### src/rtl/quaternion_to_rotation_matrix_assert.svh
// Assertion macros for the quaternion to rotation matrix block.
`ifndef QUATERNION_TO_ROTATION_MATRIX_ASSERT_SVH
`define QUATERNION_TO_ROTATION_MATRIX_ASSERT_SVH

// Same-cycle implication, disabled while reset is high.
`define QRM_ASSERT_NOW(label, clk, rst, ante, cons) \
   label: assert property (@(posedge clk) disable iff (rst) (ante) |-> (cons)) \
      else $error("qrm assertion failed");

// Next-cycle implication, always checked.
`define QRM_ASSERT_NEXT(label, clk, ante, cons) \
   label: assert property (@(posedge clk) (ante) |=> (cons)) \
      else $error("qrm assertion failed");

`endif

### src/rtl/qrm_pkg.sv
// Shared constants and types for the quaternion to rotation matrix block.
`default_nettype none
package qrm_pkg;
   localparam int FRAC_BITS = 14;
   localparam int IN_W      = 16;
   localparam int OUT_W     = 16;
   localparam int PROD_W    = 2 * IN_W;
   localparam int S_W       = PROD_W + 1;
   localparam int NUM_W     = PROD_W + 2;
   localparam int QB_W      = FRAC_BITS + 1;
   localparam int WIDE_W    = 40;
   localparam int LANES     = 9;
   // accept->products, sums, lane prep, QB_W divide steps, rounding
   localparam int LAT       = QB_W + 4;

   typedef logic signed [IN_W-1:0]   comp_type;
   typedef logic signed [PROD_W-1:0] prod_type;
   typedef logic signed [NUM_W-1:0]  num_type;
   typedef logic [S_W-1:0]           norm_type;
   typedef logic [OUT_W-1:0]         entry_type;
endpackage
`default_nettype wire

### src/rtl/qrm_div_lane.sv
// One matrix entry: restoring divider, one quotient bit per stage, then rounding.
`default_nettype none
module qrm_div_lane (
   input  wire logic              clock,
   input  wire logic              en,
   input  wire qrm_pkg::norm_type norm,
   input  wire qrm_pkg::num_type  num,
   output qrm_pkg::entry_type     entry
);
   localparam int QB = qrm_pkg::QB_W;

   logic [qrm_pkg::S_W-1:0] rem_ff  [QB+1];
   logic [QB-1:0]           quo_ff  [QB+1];
   qrm_pkg::norm_type       norm_ff [QB+1];
   logic                    neg_ff  [QB+1];
   logic                    sat_ff  [QB+1];
   qrm_pkg::entry_type      entry_ff;

   qrm_pkg::num_type        mag;
   logic [qrm_pkg::S_W:0]   r2      [QB];
   logic                    fit     [QB];
   logic [QB:0]             qsum;
   logic [QB-1:0]           qrnd;
   logic [qrm_pkg::WIDE_W-1:0] wmag, wres;

   // prep stage: sign, magnitude, saturation when |num| >= s
   assign mag = num[qrm_pkg::NUM_W-1] ? -num : num;

   // divide steps: shift remainder, subtract norm when it fits
   always_comb begin
      for (int k = 0; k < QB; k++) begin
         r2[k]  = {rem_ff[k], 1'b0};
         fit[k] = r2[k] >= {1'b0, norm_ff[k]};
      end
   end

   // prep register, then one quotient bit per stage
   always_ff @(posedge clock) begin
      if (en) begin
         rem_ff[0]  <= mag[qrm_pkg::S_W-1:0];
         quo_ff[0]  <= '0;
         norm_ff[0] <= norm;
         neg_ff[0]  <= num[qrm_pkg::NUM_W-1];
         sat_ff[0]  <= $unsigned(mag) >= qrm_pkg::NUM_W'(norm);
         for (int k = 0; k < QB; k++) begin
            rem_ff[k+1]  <= fit[k] ? qrm_pkg::S_W'(r2[k] - {1'b0, norm_ff[k]})
                                   : qrm_pkg::S_W'(r2[k]);
            quo_ff[k+1]  <= {quo_ff[k][QB-2:0], fit[k]};
            norm_ff[k+1] <= norm_ff[k];
            neg_ff[k+1]  <= neg_ff[k];
            sat_ff[k+1]  <= sat_ff[k];
         end
      end
   end

   // rounding: extra quotient bit rounds half away from zero
   always_comb begin
      qsum = {1'b0, quo_ff[QB]} + (QB+1)'(1);
      qrnd = qsum[QB:1];
      wmag = sat_ff[QB] ? qrm_pkg::WIDE_W'(1) << qrm_pkg::FRAC_BITS
                        : qrm_pkg::WIDE_W'(qrnd);
      wres = neg_ff[QB] ? -wmag : wmag;
   end

   always_ff @(posedge clock) begin
      if (en) begin
         entry_ff <= wres[qrm_pkg::OUT_W-1:0];
      end
   end

   assign entry = entry_ff;
endmodule
`default_nettype wire

### config.mk
export PLATFORM = sky130hd
export DESIGN_NAME = qrm_div_lane
export DESIGN_NICKNAME = d
export VERILOG_FILES = /design/src/rtl/quaternion_to_rotation_matrix_assert.svh /design/src/rtl/qrm_pkg.sv /design/src/rtl/qrm_div_lane.sv
export SDC_FILE = /design/constraint.sdc
export NUM_CORES = 2
export LEC_CHECK = 0
export ABC_AREA = 1
export BUFFER_PORTS_ARGS = -buffer_cell sky130_fd_sc_hd__buf_2
export CAP_MARGIN = 10
export CORE_AREA = 2 2 503 505
export CTS_CLUSTER_SIZE = 8
export DETAILED_ROUTE_END_ITERATION = 12
export DIE_AREA = 0 0 505 507
export GPL_TIMING_DRIVEN = 0
export PLACE_DENSITY_LB_ADDON = 0.05
export SETUP_SLACK_MARGIN = 0.3
export SLEW_MARGIN = 20
export SYNTH_ARGS = -nofsm -noshare
export SYNTH_HDL_FRONTEND = slang
export SYNTH_SLANG_ARGS = --single-unit
### constraint.sdc
create_clock -name clock -period 6.22 [get_ports clock]
set_input_delay 0 -clock clock [delete_from_list [all_inputs] [get_ports clock]]
set_output_delay 0 -clock clock [all_outputs]
set_load 0.05 [all_outputs]
### Word level (Yosys, flattened, before mapping)

Memory sizes are Yosys's and may differ from the RTL's.
Cells that the tools add are included.

* div/mod/pow operators: 0
* reductions and logical operators: 0
* order comparisons: 16
* shift operators: 0
* $add $sub $neg: 18
* muxes and demuxes: 20
* equal/unequal tests: 0
* bitwise operators: 0
* multiply operators: 0

Operators by type and width (count)
* 34-bit by 33-bit >= comparator with 1-bit output: 16
* 33-bit two-way mux: 15
* 33-bit subtractor: 15
* 34-bit two-way mux: 1
* 34-bit negation: 1
* 15-bit by 1-bit adder with 16-bit output (second input constant): 1
* 16-bit two-way mux: 1
* 15-bit negation with 16-bit output: 1
* 15-bit two-way mux: 1
* 1-bit two-way mux: 2

* bits in read-only memories: 0
* flip-flop bits (word level): 16
* memories kept: 5
* word-level logic and storage cells: 60
* output and inout bits: 16
* input port bits: 69
* RAM bits: 1328
* bits in latches: 0

Memory list
* norm_ff: depth 16, bits a word 33, rd ports 15, clocked after Yosys merged registers in 0, write ports 16, line qrm_div_lane.sv:14 `qrm_pkg::norm_type norm_ff [QB+1];`
* rem_ff: depth 16, bits a word 33, rd ports 15, clocked after Yosys merged registers in 0, write ports 16, line qrm_div_lane.sv:12 `logic [qrm_pkg::S_W-1:0] rem_ff [QB+1];`
* quo_ff: depth 16, bits a word 15, rd ports 16, clocked after Yosys merged registers in 0, write ports 16, line qrm_div_lane.sv:13 `logic [QB-1:0] quo_ff [QB+1];`
* neg_ff: depth 16, bits a word 1, rd ports 16, clocked after Yosys merged registers in 0, write ports 16, line qrm_div_lane.sv:15 `logic neg_ff [QB+1];`
* sat_ff: depth 16, bits a word 1, rd ports 16, clocked after Yosys merged registers in 0, write ports 16, line qrm_div_lane.sv:16 `logic sat_ff [QB+1];`

### Logic depth before layout (Yosys ltp)

An unclocked memory read counts as a cell.

* depth in word-level cells: 5
* gate-level depth with buffers: 20
* mapped depth without buffers: 20

### Worst setup path after synthesis

Ideal clock, no wire load.

* path kind: input port to flip-flop
* start point: input port num[0]
* end point: memory sat_ff[0][0] (data pin)
* path slack: 3.985 ns
* arrival: 1.975 ns
* buffers on the path: 0
* cell stages on the path: 18
* required time: 5.960 ns
* setup time: 0.260 ns
* path through: inv_1 ha_1 nand3_1 nor2_1 nand2_1 nor2_1 nand2_1 o21ai_0 xnor2_1 ha_1 nand2_1 nor2_1 nand3_1 nor2_1 nand4_1 nand3_1 nor2_1 nand3_1

RTL lines
* start: declaration: line qrm_div_lane.sv:7 `input wire qrm_pkg::num_type num,`
* end: declaration: line qrm_div_lane.sv:16

==> results.cfg <==
[cts]
root_buffer = clkbuf_16
cts_sinks = 1158
htreeDepth = 4
clk_pin_slew_ns = 0.06
numCtsBuffers = 170
cts_tree = built
cts_buffer_depth = 3
clock_latency_ns = 0.83

[timing]
skew_ns = 0.05409
max-slew-margin-rel = 0.4302
post-route-period-util = 0.5677
fmax_ghz = 0.2832
post-route-min-period_ns = 3.531
slew_viol_final = 0
final_hold_viol_count = 0
setup_viol_count_final = 0
fin_setup_tns_ns = 0
fin_hold_ws_ns = 0.06041
rsz0062_at_grt = no
tightest_slew_ns = 0.8547

[logic_synthesis]
ys_types = 45
yosys.area_share.adder = 0.09242
syn_area_sq_um = 74790
yosys_register_bits = 1158
synth-simple-area-share = 0.2600
syn_inst = 9011
yosysTopAreaCellShare = 0.4650
synth-compound-area-share = 0.08083
yosysWarnings = 0
synth-xor-area-share = 0.03279
synth_top_cell_by_area = edfxtp_1
synth_area_leaders = edfxtp_1 46%, nand2_1 14%, ha_1 8.9%, inv_1 5.7%, nand3_1 5.5%
synth-seq-area-share = 0.4650
synth_top_family_by_area = simple AND/OR/NAND/NOR gates
synth_nets = 9624
synth_mux_area_frac = 0
syn_avg_cell_area_sq_um = 8.299

[place]
post-dp-hpwl_microns = 229100
gp_routability_congestion = 0.9077
io_buffers = 84
dp_cells = 12450

[routing]
drtIter0Drc = 4625
drt-pass1-iter-count = 8
top_layer = met5
ant_nets = 0
wire_per_inst_microns = 21.81
wl_met2_microns = 129300
vias = 62130
met3WireLength_microns = 9651
routed_wl_microns = 279300
drt-met1-wl_microns = 133200
viasPerCell = 4.853
drc = 0

[critical_path]
crit_fanout = 10
crit_required_ns = 6.82
r2r_start = norm_ff[1][197]$_DFFE_PP_
startpoint_type = flip-flop
cp.arrival_ns = 4.13
r2r_end = rem_ff[1][198]$_SDFFCE_PP0P_
cp-end-kind = flip-flop
path_class = flip-flop to flip-flop
rrSetupSlack_ns = 2.69
r2r_cells = 9

[final_layout]
areaGrowthSynthToFinish_pct = 14.56
multiInputGateArea_sq_um = 34850
final_net_count = 10010
layout.cells.non_filler = 12800
fillers = 26510
post-route-util = 0.3420
regArea_sq_um = 34770
layout-drive-gt1-share = 0.05757

[power]
swShare = 0.4574
cellLeakagePower_nw = 39.12
ir_worst_vdd_mv = 0.3033
pwr-share-clk = 0.200
pwr_density_cell_nw_per_um2 = 497.0
power_switching_mw = 19.48
seqPwrFrac = 0.308
p_int_mw = 23.10
comb_power_share = 0.492

[grt]
grt_first_pass_wirelength_microns = 408500
grt_max_degree = 141
antenna_found_initial = 11
gr-usage-all-layers = 0.2137
grt_pass1_vias = 61660
grt-ovfl-total = 0

[die]
fp.dieW_microns = 505
start_util = 0.2986
dieArea_sq_um = 256000
rows = 184
num_io_pins = 85
design.core.area_sq_um = 250500
die_h_microns = 507

[status]
run_status = complete, no violations

[flow_run]
cap_violations = 0

[min_path]
min_to = norm_ff[0][5]$_DFFE_PP_
hold_path_depth = 2
hold_class = input port to flip-flop
hp-start = norm[5]
-- power groups by stage --
stage               sequential, mW  combinational, mW  clock [mW]
floorplan                     12.3               14.3           0
global placement              13.6               21.0           0
detailed placement            13.3               20.9           0
CTS                           13.1               21.1        8.83
global route                  13.3               23.6        9.12
finish                        13.1               21.0        8.52
-- per-stage QoR --
step | area, sq um | worst slack [ns] | power, mW
6_report | 85670 | 2.689 | 42.58
5_1_grt | 85660 | 2.455 | 45.98
4_1_cts | 85660 | 2.462 | 43.04
3_5_place_dp | 79660 | 2.459 | 34.12
3_3_place_gp | 79390 | -14.60 | 34.56
2_1_floorplan | 74790 | 3.985 | 26.54
-- layout make-up --
type / count / area share
well taps: 3348 / 0.04890
repair buffers: 215 / 0.02223
clock inverters: 33 / 0.005258
multi-input cells: 6591 / 0.4068
plain buffers: 132 / 0.01070
inverters: 1130 / 0.04951
flip-flops and latches: 1158 / 0.4059
diodes: 6 / 0.0001753
clock buffers: 190 / 0.05053
-- worst max-delay path, cell delays in order, from the launching register on --
cell and delay (ns):
edfxtp_1 0.47, inv_1 0.07, ha_1 0.30, inv_1 0.06
nor2_1 0.46, nand4_1 0.24, nor3_1 0.50, a21oi_2 0.32
clkbuf_1 0.41, a21oi_1 0.46
-- layout by cell type, fill, tap and decap left out, types with 33 or more instances in the layout --
master         count
nand2_1         2733
edfxtp_1        1158
inv_1           1126
nand3_1          824
nor2_1           798
a21oi_1          641
ha_1             530
o21ai_0          311
xor2_1           247
clkbuf_16        170
buf_2            162
dlygate4sd3_1    122
nand4_1           78
a21o_1            63
nor3_1            58
buf_6             41
nor4_1            39
nand2_2           34
xnor2_1           33
-- per-layer routing --
layer	vias to the layer above	GRT usage
li1	30840	-
met1	29690	0.2975
met2	1270	0.3520
met3	321	0.02318
met4	4	0.05589
met5	-	0
-- repair_timing --
action | 4_1_cts | 5_1_grt
buffers inserted | 0 | 0
endpoints found under the hold margin | 308 | 0
setup endpoints to repair | 0 | 0
hold buffers | 122 | 0
gates resized for setup | 0 | 0
-- worst max-delay path by stage --
stage / depth (start not counted) / slack [ns] / to / from
final: 9 / 2.69 / rem_ff[1][198]$_SDFFCE_PP0P_ / norm_ff[1][197]$_DFFE_PP_
after detailed placement: 9 / 2.46 / rem_ff[1][198]$_SDFFCE_PP0P_ / norm_ff[1][197]$_DFFE_PP_
after global placement: 1 / -14.60 / neg_ff[4][0]$_DFFE_PP_ / en
after floorplan: 18 / 3.99 / sat_ff[0][0]$_DFFE_PP_ / num[0]
after global routing: 7 / 2.46 / norm_ff[0][22]$_DFFE_PP_ / en
after CTS: 9 / 2.46 / rem_ff[1][198]$_SDFFCE_PP0P_ / norm_ff[1][197]$_DFFE_PP_
-- Yosys cell counts, drive strengths merged --
cell,number
nand2,2795
edfxtp,1158
inv,1130
nand3,839
nor2,813
a21oi,649
ha,530
o21ai,325
xor2,247
buf,124
nand4,78
nor3,75
a21o,63
nor4,39
xnor2,33
o21a,30
o21bai,25
fa,14
o221ai,9
clkbuf,8
nand3b,8
o211ai,4
a211oi,3
a31oi,3
and3,2
nor3b,2
o2111ai,2
a22oi,1
o31ai,1
or2,1
-- cells by family (layout without fill, tap and decap cells) --
family	Yosys count	count (layout)
xor gates and xnor gates	280	280
adders and majority gates	544	544
and+or+nand+nor	4652	4652
buffers and inverters	1262	1700
DFF	1158	1158
other	0	6
AOI/OAI and AO/OA	1115	1115
-- sequential cells by signal, summed over array words and instances (netlist names) --
name,cells
norm_ff,495
rem_ff,495
quo_ff,120
entry,16
neg_ff,16
sat_ff,16
No activity file was read; power rests on OpenSTA's default activity.
